### src/rtl/core/ritp_pkg.sv
// ritp_pkg: character codes and error codes for the regex infix-to-postfix block.
// No dependencies.
package ritp_pkg;

	localparam logic [7:0] CH_NUL    = 8'h00;
	localparam logic [7:0] CH_LPAREN = 8'h28;
	localparam logic [7:0] CH_RPAREN = 8'h29;
	localparam logic [7:0] CH_STAR   = 8'h2A;
	localparam logic [7:0] CH_PLUS   = 8'h2B;
	localparam logic [7:0] CH_DOT    = 8'h2E;
	localparam logic [7:0] CH_BAR    = 8'h7C;

	typedef enum logic [2:0] {
		ERR_NONE            = 3'd0,
		ERR_UNMATCHED_CLOSE = 3'd1,
		ERR_EMPTY_OPERAND   = 3'd2,
		ERR_UNCLOSED_OPEN   = 3'd3,
		ERR_TOO_DEEP        = 3'd4,
		ERR_TOO_MANY_ALTS   = 3'd5
	} err_code_t;

endpackage

### src/rtl/core/ritp_ram.sv
// ritp_ram: generic single-port-write, single-port-read RAM with registered read.
// No dependencies.
module ritp_ram #(
	parameter int WIDTH  = 8,
	parameter int DEPTH  = 64,
	parameter int ADDR_W = (DEPTH > 1) ? $clog2(DEPTH) : 1
) (
	input  logic              clk,
	input  logic              wr_en,
	input  logic [ADDR_W-1:0] wr_addr,
	input  logic [WIDTH-1:0]  wr_data,
	input  logic              rd_en,
	input  logic [ADDR_W-1:0] rd_addr,
	output logic [WIDTH-1:0]  rd_data
);

	logic [WIDTH-1:0] mem [DEPTH];

	always_ff @(posedge clk) begin
		if (wr_en) begin
			mem[wr_addr] <= wr_data;
		end
		if (rd_en) begin
			rd_data <= mem[rd_addr];
		end
	end

endmodule

### src/rtl/core/regex_infix_to_postfix.sv
// regex_infix_to_postfix: converts a regex pattern, one byte per item, to postfix
// with explicit '.' concatenation. Depends on ritp_pkg and ritp_ram.
//
// Usage:
//   Input channel (symbol, end_of_pattern) with in_valid/in_stall; output channel
//   (out_symbol, error_code, last_of_run, pattern_done) with out_valid/out_stall.
//   Each input item yields zero or more result items; last_of_run marks the final
//   result of an item, pattern_done the final result of a whole pattern.
//   Per item: accept in S_IDLE, then the S_DECIDE state (the saved-count stack RAM
//   is read at accept and its data used in the decide cycle; a '(' writes it
//   back there), then S_EMIT, which loads the results into the output register
//   in turn, waiting while out_stall holds it. The next item is taken only after
//   the last result is loaded, or after S_DECIDE when an item has no result. A ')'
//   or the pattern end can produce up to 2*MAX_ALTS + 3 results.
//   A stalled receiver holds the output register; the emit sequence waits and
//   in_stall stays high until the last result of the run is in the output register.
//   On an error one flagged result is sent and later items are dropped up to and
//   including the pattern's last item. Reset clears counts, nest level and error
//   hold; the stack RAM needs no clearing.
module regex_infix_to_postfix #(
	parameter int STACK_DEPTH = 64,
	parameter int MAX_ALTS    = 15
) (
	input  logic       clk,
	input  logic       arst_n,
	input  logic       in_valid,
	output logic       in_stall,
	input  logic [7:0] symbol,
	input  logic       end_of_pattern,
	output logic       out_valid,
	input  logic       out_stall,
	output logic [7:0] out_symbol,
	output logic [2:0] error_code,
	output logic       last_of_run,
	output logic       pattern_done
);

	import ritp_pkg::*;

	localparam int NW = $clog2(STACK_DEPTH + 1);
	localparam int AW = (STACK_DEPTH > 1) ? $clog2(STACK_DEPTH) : 1;
	localparam int AL = $clog2(MAX_ALTS + 1);
	localparam int CW = $clog2(2 * MAX_ALTS + 5);
	localparam int SW = AL + 1;

	typedef enum logic [1:0] {S_IDLE, S_DECIDE, S_EMIT} state_t;

	state_t          state_q;
	logic [7:0]      sym_q;
	logic            last_q;
	logic [1:0]      atom_q;
	logic [AL-1:0]   alt_q;
	logic [NW-1:0]   nest_q;
	logic            hold_q;

	err_code_t       err_q;
	logic            dot1_q;
	logic            sym_en_q;
	logic [AL-1:0]   alt1_q;
	logic            dot2_q;
	logic [AL-1:0]   alt2_q;
	logic [CW-1:0]   cnt_q;

	logic            out_valid_q;
	logic [7:0]      out_symbol_q;
	logic [2:0]      error_code_q;
	logic            last_of_run_q;
	logic            pattern_done_q;

	logic            accept;
	logic [NW-1:0]   nest_dec;
	logic            rd_en;
	logic [SW-1:0]   rd_data;
	logic            rd_atom;
	logic [AL-1:0]   rd_alt;
	logic            push;
	logic [SW-1:0]   push_data;

	err_code_t       t_err;
	err_code_t       f_err;
	err_code_t       d_err;
	logic            d_dot1;
	logic            d_sym_en;
	logic [AL-1:0]   d_alt1;
	logic            d_dot2;
	logic [AL-1:0]   d_alt2;
	logic            d_term;
	logic [1:0]      n_atom;
	logic [AL-1:0]   n_alt;
	logic [NW-1:0]   n_nest;
	logic [CW-1:0]   d_cnt;

	logic            out_load;
	logic [7:0]      pick_symbol;

	assign accept   = in_valid && !in_stall;
	assign in_stall = (state_q != S_IDLE);
	assign nest_dec = nest_q - 1'b1;
	assign rd_en    = accept && (symbol == CH_RPAREN);
	assign rd_atom  = rd_data[SW-1];
	assign rd_alt   = rd_data[AL-1:0];
	assign push_data = {atom_q[1] | atom_q[0], alt_q};

	ritp_ram #(
		.WIDTH (SW),
		.DEPTH (STACK_DEPTH)
	) u_stack (
		.clk     (clk),
		.wr_en   (push),
		.wr_addr (nest_q[AW-1:0]),
		.wr_data (push_data),
		.rd_en   (rd_en),
		.rd_addr (nest_dec[AW-1:0]),
		.rd_data (rd_data)
	);

	always_comb begin
		t_err    = ERR_NONE;
		f_err    = ERR_NONE;
		d_dot1   = 1'b0;
		d_sym_en = 1'b0;
		d_alt1   = '0;
		d_dot2   = 1'b0;
		d_alt2   = '0;
		d_term   = 1'b0;
		n_atom   = atom_q;
		n_alt    = alt_q;
		n_nest   = nest_q;
		unique case (sym_q)
			CH_LPAREN: begin
				if (nest_q >= NW'(STACK_DEPTH)) begin
					t_err = ERR_TOO_DEEP;
				end else begin
					d_dot1 = atom_q[1];
					n_nest = nest_q + 1'b1;
					n_atom = 2'd0;
					n_alt  = '0;
				end
			end
			CH_BAR: begin
				if (atom_q == 2'd0) begin
					t_err = ERR_EMPTY_OPERAND;
				end else if (alt_q >= AL'(MAX_ALTS)) begin
					t_err = ERR_TOO_MANY_ALTS;
				end else begin
					d_dot1 = atom_q[1];
					n_atom = 2'd0;
					n_alt  = alt_q + 1'b1;
				end
			end
			CH_RPAREN: begin
				if (nest_q == '0) begin
					t_err = ERR_UNMATCHED_CLOSE;
				end else if (atom_q == 2'd0) begin
					t_err = ERR_EMPTY_OPERAND;
				end else begin
					d_dot1 = atom_q[1];
					d_alt1 = alt_q;
					n_nest = nest_dec;
					n_atom = {1'b0, rd_atom} + 2'd1;
					n_alt  = rd_alt;
				end
			end
			CH_STAR, CH_PLUS: begin
				if (atom_q == 2'd0) begin
					t_err = ERR_EMPTY_OPERAND;
				end else begin
					d_sym_en = 1'b1;
				end
			end
			default: begin
				d_dot1   = atom_q[1];
				d_sym_en = 1'b1;
				n_atom   = atom_q[1] ? 2'd2 : atom_q + 2'd1;
			end
		endcase
		if (t_err == ERR_NONE && last_q) begin
			if (n_nest != '0) begin
				f_err = ERR_UNCLOSED_OPEN;
			end else if (n_alt != '0 && n_atom == 2'd0) begin
				f_err = ERR_EMPTY_OPERAND;
			end else begin
				d_dot2 = n_atom[1];
				d_alt2 = n_alt;
				d_term = 1'b1;
			end
		end
		d_err = (t_err != ERR_NONE) ? t_err : f_err;
		if (d_err != ERR_NONE) begin
			d_cnt = CW'(1);
		end else begin
			d_cnt = CW'(d_dot1) + CW'(d_sym_en) + CW'(d_alt1) + CW'(d_dot2)
				+ CW'(d_alt2) + CW'(d_term);
		end
	end

	assign push = (state_q == S_DECIDE) && !hold_q && (sym_q == CH_LPAREN)
		&& (t_err == ERR_NONE);

	always_comb begin
		priority if (err_q != ERR_NONE) begin
			pick_symbol = CH_NUL;
		end else if (dot1_q) begin
			pick_symbol = CH_DOT;
		end else if (sym_en_q) begin
			pick_symbol = sym_q;
		end else if (alt1_q != '0) begin
			pick_symbol = CH_BAR;
		end else if (dot2_q) begin
			pick_symbol = CH_DOT;
		end else if (alt2_q != '0) begin
			pick_symbol = CH_BAR;
		end else begin
			pick_symbol = CH_NUL;
		end
	end

	assign out_load = (state_q == S_EMIT) && (!out_valid_q || !out_stall);

	always_ff @(posedge clk or negedge arst_n) begin
		if (!arst_n) begin
			state_q        <= S_IDLE;
			sym_q          <= '0;
			last_q         <= 1'b0;
			atom_q         <= '0;
			alt_q          <= '0;
			nest_q         <= '0;
			hold_q         <= 1'b0;
			err_q          <= ERR_NONE;
			dot1_q         <= 1'b0;
			sym_en_q       <= 1'b0;
			alt1_q         <= '0;
			dot2_q         <= 1'b0;
			alt2_q         <= '0;
			cnt_q          <= '0;
			out_valid_q    <= 1'b0;
			out_symbol_q   <= '0;
			error_code_q   <= '0;
			last_of_run_q  <= 1'b0;
			pattern_done_q <= 1'b0;
		end else begin
			if (out_load) begin
				out_valid_q    <= 1'b1;
				out_symbol_q   <= pick_symbol;
				error_code_q   <= err_q;
				last_of_run_q  <= (cnt_q == CW'(1));
				pattern_done_q <= (cnt_q == CW'(1)) && last_q;
			end else if (!out_stall) begin
				out_valid_q <= 1'b0;
			end
			unique case (state_q)
				S_IDLE: begin
					if (accept) begin
						sym_q   <= symbol;
						last_q  <= end_of_pattern;
						state_q <= S_DECIDE;
					end
				end
				S_DECIDE: begin
					if (hold_q) begin
						if (last_q) begin
							hold_q <= 1'b0;
							atom_q <= '0;
							alt_q  <= '0;
							nest_q <= '0;
						end
						state_q <= S_IDLE;
					end else begin
						err_q    <= d_err;
						dot1_q   <= d_dot1;
						sym_en_q <= d_sym_en;
						alt1_q   <= d_alt1;
						dot2_q   <= d_dot2;
						alt2_q   <= d_alt2;
						cnt_q    <= d_cnt;
						if (last_q) begin
							atom_q <= '0;
							alt_q  <= '0;
							nest_q <= '0;
						end else if (d_err != ERR_NONE) begin
							hold_q <= 1'b1;
						end else begin
							atom_q <= n_atom;
							alt_q  <= n_alt;
							nest_q <= n_nest;
						end
						state_q <= (d_cnt == '0) ? S_IDLE : S_EMIT;
					end
				end
				S_EMIT: begin
					if (out_load) begin
						cnt_q <= cnt_q - 1'b1;
						// the terminator is the last result and clears nothing
						priority if (err_q != ERR_NONE) begin
							err_q <= ERR_NONE;
						end else if (dot1_q) begin
							dot1_q <= 1'b0;
						end else if (sym_en_q) begin
							sym_en_q <= 1'b0;
						end else if (alt1_q != '0) begin
							alt1_q <= alt1_q - 1'b1;
						end else if (dot2_q) begin
							dot2_q <= 1'b0;
						end else if (alt2_q != '0) begin
							alt2_q <= alt2_q - 1'b1;
						end
						if (cnt_q == CW'(1)) begin
							state_q <= S_IDLE;
						end
					end
				end
				default: begin
					state_q <= S_IDLE;
				end
			endcase
		end
	end

	assign out_valid    = out_valid_q;
	assign out_symbol   = out_symbol_q;
	assign error_code   = error_code_q;
	assign last_of_run  = last_of_run_q;
	assign pattern_done = pattern_done_q;

endmodule
### config.mk
export PLATFORM = sky130hd
export DESIGN_NAME = regex_infix_to_postfix
export DESIGN_NICKNAME = d
export VERILOG_FILES = /design/src/rtl/core/ritp_pkg.sv /design/src/rtl/core/ritp_ram.sv /design/src/rtl/core/regex_infix_to_postfix.sv
export SDC_FILE = /design/constraint.sdc
export NUM_CORES = 1
export LEC_CHECK = 0
export BUFFER_PORTS_ARGS = -buffer_cell sky130_fd_sc_hd__clkbuf_2
export CAP_MARGIN = 20
export CORE_MARGIN = 1
export CORE_UTILIZATION = 45
export DETAILED_ROUTE_END_ITERATION = 10
export PLACE_DENSITY = 0.57
export SLEW_MARGIN = 20
export SYNTH_ARGS = -nofsm -noshare
export SYNTH_HDL_FRONTEND = slang
export SYNTH_SLANG_ARGS = --single-unit
export TNS_END_PERCENT = 30
### constraint.sdc
create_clock -name clk -period 6.39 [get_ports clk]
set_input_delay 0.639 -clock clk [delete_from_list [all_inputs] [get_ports clk]]
set_output_delay 0.639 -clock clk [all_outputs]
set_load 0.01 [all_outputs]
Word level (Yosys, flattened, before mapping)
Memories as Yosys holds them, arrays and structs flattened. A register that Yosys moved wholly into a read port is not among the register bits. Index checks and enable logic that the tools add are counted.

Bits in registers: 59. Memory bits (writable): 320. Bits of input ports: 13. Output and inout port bits: 15. Word-level logic and storage cells: 220. Memories: 1.

Memory list: u_stack.mem (words 64, width 5, rd ports 1, clocked after memory_dff 1, wr ports 1, RTL line ritp_ram.sv:17) `logic [WIDTH-1:0] mem [DEPTH];`.

$add $sub $neg: 13. $lt $le $gt $ge: 2. Eq/ne operators: 24. Multiplexer cells: 119. Bitwise gates (word level): 1. Reductions and logical operators: 41.

Operators by type and width (count): 4-bit 2-to-1 mux (29); 7-bit 2-to-1 mux (10); 8-bit by 6-bit == test with 1-bit output (second input constant) (5); 2-bit 2-to-1 mux (20); 1-bit 2-to-1 mux (33); 8-bit 2-to-1 mux (3); 3-bit 2-to-1 mux (7); 2-bit != test (second input constant) (10); 6-bit 2-to-1 mux (3); 4-bit case mux with 2 select lines (2); 7-bit case mux with 2 select lines (1); 7-bit AND reduction (2); 3-bit case mux with 4 select lines (1); 4-bit case mux with 3 select lines (1); 6-bit case mux with 2 select lines (1); 4-bit nonzero test (3); 2-bit by 1-bit != test with 1-bit output (second input constant) (5); 1-bit logical AND (9); 3-bit AND reduction (3); 9-bit AND reduction (1); 3-bit nonzero test (3); 8-bit by 7-bit == test with 1-bit output (second input constant) (1); 1-bit case mux with 2 select lines (4); 2-bit case mux with 4 select lines (1); 34 further kinds (42).

Logic depth before layout (Yosys ltp)
Gate-level depths: netlist of the first run.

Word-level depth: 17. Depth in mapped cells: 26. Mapped depth without buffers: 22.

By module
A second synthesis of the first run with hierarchy kept.

Cell total of the unflattened synthesis: 1121. Area, all modules: 17086.4 um^2.

By module, submodules not included: ritp_ram (instances 1, cells each 642, area each 12936.2 um^2, seq. area each 9759.4 um^2); regex_infix_to_postfix (instances 1, cells each 479, area each 4150.2 um^2, seq. area each 1476.4 um^2).

Least setup slack after synthesis of the first run
OpenSTA, ideal clock, no wires.

Kind: reg-to-reg. Start: register nest_q[0]. End: register state_q[1]. Library setup time: 0.131 ns. Arrival: 5.656 ns. Data required time: 6.259 ns. Path slack: 0.603 ns. Cell stages (with the launch flop): 25. Path buffers: 3. Clock period less this slack: 5.787 ns. Path through: dfrtp_1 -> clkbuf_1 -> buf_2 -> buf_1 -> inv_1 -> ha_1 -> nor4b_4 -> a21oi_2 -> o211ai_4 -> a221oi_1 -> nand4_1 -> a211oi_4 -> nand3_4 -> or2_1 -> fa_1 -> inv_1 -> ha_1 -> fa_1 -> a21o_1 -> a21oi_1 -> xnor2_1 -> nand3_1 -> nor3_1 -> o21ai_0 -> o2bb2ai_1.

Word-level cells in the longest chain between the ends: 16. Elaborated cells between the ends (all ways): 53. Classes of those cells: add/sub: 7; order compare: 1; mux: 35; reduce/logical: 10.

RTL lines: from (decl) (RTL line regex_infix_to_postfix.sv:53) `logic [NW-1:0] nest_q;`; from (signal assigned) (RTL line regex_infix_to_postfix.sv:285) `nest_q <= n_nest;`; parallel branches: the longest is 11 deep, another holds 7-bit >= comparator; 6-bit 2-to-1 mux (*) (RTL line regex_infix_to_postfix.sv:189) `if (d_err != ERR_NONE) begin`; 6-bit zero test (*) (RTL line regex_infix_to_postfix.sv:287) `state_q <= (d_cnt == '0) ? S_IDLE : S_EMIT;`; 2-bit 2-to-1 mux (*) (RTL line regex_infix_to_postfix.sv:287); 2-bit 2-to-1 mux (*) (RTL line regex_infix_to_postfix.sv:260) `if (hold_q) begin`; 2-bit case mux with 3 select lines (*) (RTL line regex_infix_to_postfix.sv:251) `unique case (state_q)`; to (signal assigned) (RTL line regex_infix_to_postfix.sv:287); to (decl) (RTL line regex_infix_to_postfix.sv:48) `state_t state_q;`.

Every way passes the cells marked *. A chain may end at the register's enable or synchronous reset.

Final worst setup path of the first run
Start: register nest_q[1]. End: register state_q[1].

Same word-level chain as after synthesis.

==> metrics.csv, run 1 <==
metric;value;unit
most common cell after layout, fill and taps aside;edfxtp_1;
I/O pin count;28;
Distinct cells, synth;90;
Setup TNS;0;ns
worst vdd ir;0.249;mV
PostCTS Resize Cnt;0;
Site Rows;70;
hold buffers post-CTS;0;
Ys Warns;0;
Max Slew Vio Count;0;
Initial Util;46.0;%
Slew HR;26.3;%
Worst EP required;6.80;ns
PwrDens;348;mW/mm^2
vias after detailed routing;9244;
Final Net Count;1104;
Tcrit/Tclk final;91.1;%
Post-Syn Area;0.0169;sq mm
post-layout min period;5.82;ns
most frequent cells in the layout;edfxtp_1 (325), mux4_2 (105), nor2_1 (104);
Sink Count;384;
pin count of the biggest net entering global routing;73;
Worst path slowest cell;nor3b_1;
CP max stage delay;0.77;ns
Most used DFF post-synth;edfxtp_1;
Setup-failing EPs final;0;
instance count on the critical path;20;
initial antenna violation count;1;
Multi-input gate area;0.00536;sq mm
Global Route Usage Sum;20.8;%
Tot Pwr;0.00662;W
Total Wirelength;37.9;mm
R2R cell count;20;
RSZ-0062 raised after global routing;false;
CP startpoint kind;flip-flop;
Overflow after GRT;0;
Final Util;51.8;%
Die Height;196;um
first-pass GRT wire length;59.5;mm
Antenna Violating Nets Remaining;0;
Seq/Total Area, Yosys;66.4;%
Final Wtd Congestion;0.910;
Clk Latency, worst-skew pair;0.56;ns
Port Buffers;27;
clock buffer count from CTS;41;
Data arrival, critical path;6.23;ns
Area Overhead vs Synth;12.6;%
Slew @ Worst Pin;1.10;ns
sum of buffers and inverters on the critical path;2;
cell taking the most area after synthesis;edfxtp_1;
Reg clk slew, reported paths;0.07;ns
fillers;2975;
critical path class;flip-flop to flip-flop;
Setup Buffers After CTS;0;
CP delay by family, top;simple AND/OR/NAND/NOR gates;
fraction of registers with async set or reset after synthesis;15.4;%
# diodes;0;
max_cap viols;0;
Sequential cell area;0.0112;sq mm
final hold vios;0;
HP Class;primary input to async pin;
Post-DP HPWL;24.8;mm
core box area;0.0368;sq mm
worst-path cell chain;inv_1 > ha_4 > nor3b_1 > a311o_1 > o21ai_0 > nand4b_1 > a211oi_4 > nand3_4 > or2_1 > fa_1 > inv_1 > ha_1 > fa_1 > a21o_1 > a21oi_1 > xnor2_1 > nand3_1 > nor3_1 > o21ai_0 > o2bb2ai_1;
run status;finished, final reports clean;
initial DRC count;825;
share of layout cells above drive strength 1;24.1;%
Clock Skews;0.0159;ns
share of the synthesized area in the top cell type;57.7;%
Worst setup EP type;flip-flop;
Worst Path Max Fanout;10;
vias per cell;5.89;
CTS tree;yes;
CTS H-tree lvls;2;
Max clock buf depth;3;
syn_area_per_cell;16.4;sq um
Chip Width;196;um
worst hold margin;0.251;ns
Pleak;6.66;nW
root buffer cell;clkbuf_16;
flops & latches, synth;384;
Initial DRT Pass Iterations;5;
vias in the first global route;9530;
FMAX;172;MHz
cells after synthesis;1034;
largest cells by area after synthesis;edfxtp_1 (58%), mux4_2 (14%), dfrtp_1 (8.7%), nor2_1 (2.3%), ha_1 (1.4%);
Mapped Nets;1070;
DRC violations left;0;
EDFF count, synth;325;
DR WL/cell;24.2;um
die area;0.0384;sq mm
cell families (layout without fill, tap and decap cells):
family                     count (synthesis)  in the layout  synth area share, %
and+or+nand+nor                          280            280                 8.28
xor gates and xnor gates                   8              8                0.414
muxes                                    113            113                 14.5
adders and majority gates                 23             23                 1.88
buffers and inverters                     78            145                 2.15
AOI/OAI and AO/OA                        148            148                 6.32
DFF                                      384            384                 66.4
final timing paths:
kind,from,endpoint,slack (ns)
worst max-delay path,nest_q[1]$_DFFE_PN0P_,state_q[1]$_DFFE_PN0P_,0.57
worst min-delay path,arst_n,alt1_q[1]$_DFFE_PN0P_,0.25
worst max register to register,nest_q[1]$_DFFE_PN0P_,state_q[1]$_DFFE_PN0P_,0.57
worst min register to register,error_code[1]$_DFFE_PN0P_,error_code[1]$_DFFE_PN0P_,0.47
max in group asynchronous,arst_n,nest_q[0]$_DFFE_PN0P_,5.51
min in group clk,end_of_pattern,last_q$_DFFE_PN0P_,0.33
registers in the layout, summed over array words and instances, names as in the netlist:
signal / count
dot1_q: 1
state_q: 2
out_valid: 1
last_of_run: 1
alt2_q: 4
cnt_q: 6
nest_q: 7
sym_en_q: 1
u_stack.rd_data: 5
err_q: 3
dot2_q: 1
pattern_done: 1
u_stack.mem: 320
out_symbol: 8
hold_q: 1
sym_q: 8
last_q: 1
alt1_q: 4
error_code: 3
atom_q: 2
alt_q: 4
routing by layer:
| layer | vias to the layer above | wire (um) | global-route usage (%) |
|---|---|---|---|
| met5 | - | 0 | 0 |
| met4 | 0 | 1070 | 7.20 |
| met3 | 64 | 1630 | 2.89 |
| met2 | 246 | 18500 | 33.9 |
| met1 | 4745 | 16800 | 28.8 |
| li1 | 4189 | - | - |
final cells by class:
type / count / area share, %
clock buffer: 44 / 5.67
inverter: 22 / 0.434
clock inverter: 32 / 2.13
sequential: 384 / 59.0
tap: 468 / 3.07
timing repair buffer: 47 / 1.50
multi-input combinational: 572 / 28.1
power by group:
| part | total [W] | leakage [nW] | internal, W | switching [W] |
|---|---|---|---|---|
| logic | 0.000984 | 1.92 | 0.000373 | 0.000611 |
| clock network | 0.00258 | 0.717 | 0.00160 | 0.000988 |
| registers | 0.00306 | 4.03 | 0.00289 | 0.000168 |
worst register-to-register path, cell delays in order (launching register included):
cell	delay (ns)
dfrtp_1	0.48
inv_1	0.27
ha_4	0.22
nor3b_1	0.77
a311o_1	0.27
o21ai_0	0.11
nand4b_1	0.34
a211oi_4	0.50
nand3_4	0.20
or2_1	0.29
fa_1	0.55
inv_1	0.05
ha_1	0.20
fa_1	0.41
a21o_1	0.20
a21oi_1	0.17
xnor2_1	0.17
nand3_1	0.09
nor3_1	0.13
o21ai_0	0.12
o2bb2ai_1	0.14
Yosys cell counts, types with 3 or more instances:
master     count
buf_6          3
nor2_1       104
nor3_1        23
nor2b_1        8
buf_2          5
and2_1         6
nor3b_1        3
fa_1           4
xnor2_1        5
nand4_1        5
or3_1          7
clkbuf_8       4
mux4_2       105
ha_1          19
o31ai_1       17
xor2_1         3
inv_1         20
buf_1         11
edfxtp_1     325
mux2_2         7
o31a_1         4
o21ai_0       32
a31oi_1        7
a2bb2oi_1      3
o211ai_1       4
and3_1         9
o21a_1         3
nand3_1       20
clkbuf_1      32
a211oi_1       3
dfrtp_1       59
nor4_1         4
a21o_1         7
a21oi_1       26
nor4bb_1       3
nand4b_1       3
a22o_1         5
or2_2          5
nand2_1       55
stage by stage:
stage	instances	setup WS [ns]	area, sq um
after floorplan	1034	0.603	16900
after global placement	1493	0.778	17500
after detailed placement	1493	0.682	17600
after CTS	1569	0.617	19000
after global routing	1569	0.144	19000
final	1569	0.566	19000
Power figures use the tool's default switching activity.
==> run 2, diff against run 1 <==
PLACE_DENSITY = 0.6   (was 0.57)
clock period = 5 ns   (was 6.39 ns; I/O delays follow)
==> run 2 against run 1 <==
  * Count of clock-buffer cells in the layout increased by 13
  * Wire length rose by 0.34%
  * Sequential cell count did not move
  * Final area is 2.2% higher
  * Largest power group unchanged
  * Sequential share of layout area shrank 1.2 points
  * Worst hold slack lost 0.13 ns
  * Critical endpoint unchanged
  * Global-route usage shrank 0.23 points
  * Critical path type unchanged
==> metrics.csv, run 2 (same netlist as run 1, synthesis figures left out) <==
metric;value;unit
run status;finished, final reports clean;
Max clock buf depth;3;
critical path class;flip-flop to flip-flop;
most common cell after layout, fill and taps aside;edfxtp_1;
DRC violations left;0;
non-filler cells, final;1615;
core box area;0.0368;sq mm
Reg-to-Reg End;state_q[1]$_DFFE_PN0P_;
DR WL/cell;23.6;um
Post-DP HPWL;24.6;mm
Port Buffers;27;
Sink Count;384;
P_sw;0.00224;W
Total Wirelength;38.1;mm
Sw Ratio;26.9;%
Slew HR;41.4;%
Antenna Violating Nets Remaining;0;
CP startpoint kind;flip-flop;
initial DRC count;585;
Chip Width;196;um
Finished Cell Area;0.0195;sq mm
Largest Register;u_stack.mem;
die area;0.0384;sq mm
Slew @ Worst Pin;0.879;ns
Worst setup EP type;flip-flop;
Clock power frac;36.5;%
Setup-failing EPs final;0;
R2R Path Start;nest_q[0]$_DFFE_PN0P_;
Internal;0.00609;W
FMAX;208;MHz
CTS H-tree lvls;2;
clock buffer count from CTS;41;
Worst EP required;5.40;ns
Global Route Usage Sum;20.5;%
R2R setup slack;0.20;ns
Area Overhead vs Synth;15.1;%
Final Util;52.9;%
PwrDens;428;mW/mm^2
CTS tree;yes;
Initial DRT Pass Iterations;5;
final hold vios;0;
Max Slew Vio Count;0;
Data arrival, critical path;5.20;ns
Final Net Count;1151;
combinational share of power;17.0;%
vias in the first global route;9616;
post-layout min period;4.80;ns
share of layout cells above drive strength 1;27.8;%
vias after detailed routing;9485;
root buffer cell;clkbuf_16;
Setup TNS;0;ns
Die Height;196;um
most frequent cells in the layout;edfxtp_1 (325), mux4_2 (105), nor2_1 (104);
Overflow after GRT;0;
cell count after placement;1525;
Site Rows;70;
max_cap viols;0;
HP Class;primary input to async pin;
I/O pin count;28;
Reg clk slew, reported paths;0.06;ns
Worst Path Max Fanout;6;
Clk Latency, worst-skew pair;0.55;ns
Area after DPL;0.0178;sq mm
Final Wtd Congestion;0.827;
crit path from;nest_q[0]$_DFFE_PN0P_;
max FFs per register;320;
R2R cell count;23;
Tcrit/Tclk final;95.9;%
worst vdd ir;0.265;mV
# diodes;0;
Clock Skews;0.0121;ns
Pleak;6.87;nW
pin count of the biggest net entering global routing;71;
initial antenna violation count;0;
Initial Util;46.0;%
vias per cell;5.87;
share of total power in sequential cells;46.5;%
first-pass GRT wire length;59.1;mm
-- run 2: changes by cell type in the layout (fill, tap and decap cells not counted), moves of 3 or more --
| cell | delta |
|---|---|
| clkbuf_1 | +10 |
| ha_1 | -3 |
| clkinvlp_4 | -4 |
| a221oi_4 | +3 |
| clkinv_2 | -5 |
| buf_4 | +43 |
| o21ai_0 | -3 |
| a21oi_2 | +4 |
| clkbuf_8 | +3 |
| clkinv_1 | +3 |
| bufinv_16 | -5 |
| a21oi_1 | -4 |
-- run 2: power groups by stage --
stage / Combinational [W] / Clock (W) / Sequential, W
detailed placement: 0.00135 / 0 / 0.00393
global placement: 0.00135 / 0 / 0.00393
global route: 0.00158 / 0.00322 / 0.00389
finish: 0.00142 / 0.00304 / 0.00387
CTS: 0.00136 / 0.00310 / 0.00387
floorplan: 0.000946 / 0 / 0.00389
-- run 2: repair_timing --
action,4_1_cts,5_1_grt
gates resized for setup,0,29
hold buffers,0,0
buffers inserted,0,15
setup endpoints to repair,0,1
-- run 2: layout make-up --
class	instances	area [sq um]
clock inverter	18	189
tap	468	586
timing repair buffer	94	671
sequential	384	11200
multi-input combinational	572	5520
fill	2938	17300
inverter	22	91.3
clock buffer	57	1160
-- run 2: worst max-delay path, stage by stage (launching register included) --
cell       delay (ns)
dfrtp_4          0.52
inv_8            0.09
ha_4             0.12
nor4b_4          0.29
buf_4            0.19
and2_4           0.15
nor3_2           0.05
buf_6            0.15
a221oi_4         0.26
nand4_1          0.18
a211oi_4         0.32
nand3_4          0.08
or2_1            0.23
fa_1             0.48
inv_1            0.04
ha_2             0.17
fa_2             0.35
a21o_1           0.20
a21oi_2          0.14
xnor2_1          0.15
nand3_1          0.09
nor3_1           0.17
o21ai_1          0.08
o2bb2ai_1        0.13
-- run 2: worst max-delay path by stage --
stage / end / cells past startpoint
after global placement: state_q[1]$_DFFE_PN0P_ / 22
after detailed placement: state_q[1]$_DFFE_PN0P_ / 22
final: state_q[1]$_DFFE_PN0P_ / 23
after global routing: state_q[1]$_DFFE_PN0P_ / 23
after floorplan: state_q[1]$_DFFE_PN0P_ / 25
after CTS: state_q[1]$_DFFE_PN0P_ / 22
-- run 2: through the flow --
stage               setup WS (ns)  power [W]  hold slack, ns
floorplan                -0.00412    0.00484           0.204
global placement            0.198    0.00527           0.461
detailed placement         0.0939    0.00528           0.466
CTS                         0.107    0.00833           0.135
global route              -0.0293    0.00869           0.174
finish                      0.203    0.00833           0.121
-- run 2: layer usage --
metal  up-vias  wire [um]  track usage [%]
met1      4917      16700             28.8
li1       4286          -                -
met3        51       1560             3.44
met2       231      18900             33.3
met5         -          0                0
met4         0        875             5.87
==> run 3, diff against run 2 <==
CORE_UTILIZATION = 40   (was 45)
PLACE_DENSITY = not set   (was 0.6)
PLACE_DENSITY_LB_ADDON = 0.08   (was not set)
REMOVE_ABC_BUFFERS = 1   (was not set)
==> run 3 against run 2 <==
  * Combinational power up 7%
  * Final area up 0.71%
  * First-iteration DRC count up 27%
  * Global-route usage down 1.1 points
  * Power up 2.2%
  * Largest cell class unchanged
  * Largest power group unchanged
==> metrics.csv, run 3 (same netlist as run 1, synthesis figures left out) <==
metric;value;unit
run status;finished, final reports clean;
pin count of the biggest net entering global routing;67;
Tcrit/Tclk final;95.7;%
final worst setup slack;0.213;ns
Largest Register;u_stack.mem;
fillers;3582;
most frequent cells in the layout;edfxtp_1 (325), mux4_2 (105), nor2_1 (104);
Site Rows;74;
worst hold margin;0.0740;ns
Sequential cell area;0.0112;sq mm
I/O pin count;28;
Final Wtd Congestion;0.857;
Post-DP HPWL;26.3;mm
Clock Skews;0.0364;ns
CP startpoint kind;flip-flop;
CTS H-tree lvls;2;
critical path class;flip-flop to flip-flop;
hold buffers post-CTS;0;
PwrDens;434;mW/mm^2
vias in the first global route;9729;
Worst path slowest cell;fa_1;
Sink Count;384;
max FFs per register;320;
root buffer cell;clkbuf_16;
Worst EP required;5.44;ns
Die Height;208;um
Port Buffers;27;
clock buffer count from CTS;43;
Worst Path Max Fanout;4;
DR WL/cell;24.3;um
# diodes;0;
Initial Util;40.9;%
Overflow after GRT;0;
die area;0.0431;sq mm
Pleak;6.95;nW
worst vdd ir;0.255;mV
Chip Width;208;um
core box area;0.0413;sq mm
first-pass GRT wire length;62.6;mm
Total Wirelength;41.2;mm
Worst setup EP type;flip-flop;
vias per cell;5.63;
Setup-failing EPs final;0;
final hold vios;0;
DP Worst Slack;-0.112;ns
Slew @ Worst Pin;0.932;ns
DRC violations left;0;
sum of buffers and inverters on the critical path;5;
Area Overhead vs Synth;15.9;%
HP Class;primary input to async pin;
Multi-input gate area;0.00547;sq mm
Clk Latency, worst-skew pair;0.59;ns
Finished Cell Area;0.0196;sq mm
max_cap viols;0;
most common cell after layout, fill and taps aside;edfxtp_1;
post-layout min period;4.79;ns
Max Slew Vio Count;0;
Antenna Violating Nets Remaining;0;
Slew HR;37.7;%
initial DRC count;744;
Final Net Count;1165;
Global Route Usage Sum;19.4;%
worst-path cell chain;inv_4 > ha_1 > nor4b_4 > buf_4 > buf_4 > a21o_1 > a311oi_1 > o21ai_1 > nand4b_1 > or2_4 > nor4_4 > fa_1 > inv_1 > fa_1 > inv_1 > ha_2 > fa_2 > a21o_1 > a21oi_2 > xnor2_2 > nand3_1 > nor3_2 > o21ai_1 > o2bb2ai_1;
Area after DPL;0.0180;sq mm
share of layout cells above drive strength 1;28.7;%
FMAX;209;MHz
CTS tree;yes;
Max clock buf depth;3;
vias after detailed routing;9547;
CP delay by family, top;adder cells;
CP max stage delay;0.53;ns
Reg clk slew, reported paths;0.06;ns
initial antenna violation count;0;
Initial DRT Pass Iterations;5;
Data arrival, critical path;5.23;ns
-- run 3: cell types whose count changed in the layout (fill, tap and decap cells not counted), moves of 3 or more --
cell	before	now
clkinv_2	3	7
clkinv_1	10	7
nor3_1	23	20
a21oi_2	5	2
buf_4	63	78
a221oi_2	0	3
a221oi_4	3	0
clkbuf_1	11	14
-- run 3: per-stage QoR --
step                      util (%)  total power, W  std cells  setup TNS (ns)
after floorplan                  -         0.00478        978         -485.49
final                         47.4         0.00851       1696               0
after global placement        43.7         0.00536       1611         -0.0103
after CTS                     47.1         0.00854       1692               0
after global routing          47.4         0.00888       1696         -0.0283
after detailed placement      43.7         0.00537       1611          -0.112
-- run 3: layout make-up --
class	instances	share of cell area [%]
Tap cell	532	3.40
Multi-Input combinational cell	572	27.9
Clock buffer	59	5.90
Timing Repair Buffer	106	3.74
Sequential cell	384	57.4
Inverter	22	0.434
Clock inverter	21	1.22
-- run 3: metal layers --
layer | track usage (%) | wire length [um] | up-vias
li1 | - | - | 4314
met1 | 28.0 | 19100 | 5002
met2 | 31.0 | 19900 | 178
met3 | 2.75 | 1450 | 53
met4 | 5.38 | 722 | 0
met5 | 0 | 0 | -
-- run 3: what timing repair did --
item	in CTS	in global routing
endpoints found under the setup margin	1	2
pin swaps	2	9
setup buffers	1	4
gates resized for setup	5	23
-- run 3: power by group --
part	internal (W)	switching, W
Clock	0.00184	0.00131
Combinational	0.000599	0.000925
Sequential	0.00369	0.000145
-- run 3: path summary, 6_finish.rpt --
| check | startpoint | to | slack, ns | cells past startpoint |
|---|---|---|---|---|
| worst max-delay path | nest_q[0]$_DFFE_PN0P_ | state_q[1]$_DFFE_PN0P_ | 0.21 | 24 |
| worst min-delay path | arst_n | pattern_done$_DFFE_PN0P_ | 0.07 | 2 |
| worst max register to register | nest_q[0]$_DFFE_PN0P_ | state_q[1]$_DFFE_PN0P_ | 0.21 | 24 |
| worst min register to register | out_symbol[6]$_DFFE_PN0P_ | out_symbol[6]$_DFFE_PN0P_ | 0.48 | 1 |
| max in group asynchronous | arst_n | nest_q[0]$_DFFE_PN0P_ | 4.32 | 2 |
| min in group clk | end_of_pattern | last_q$_DFFE_PN0P_ | 0.12 | 3 |
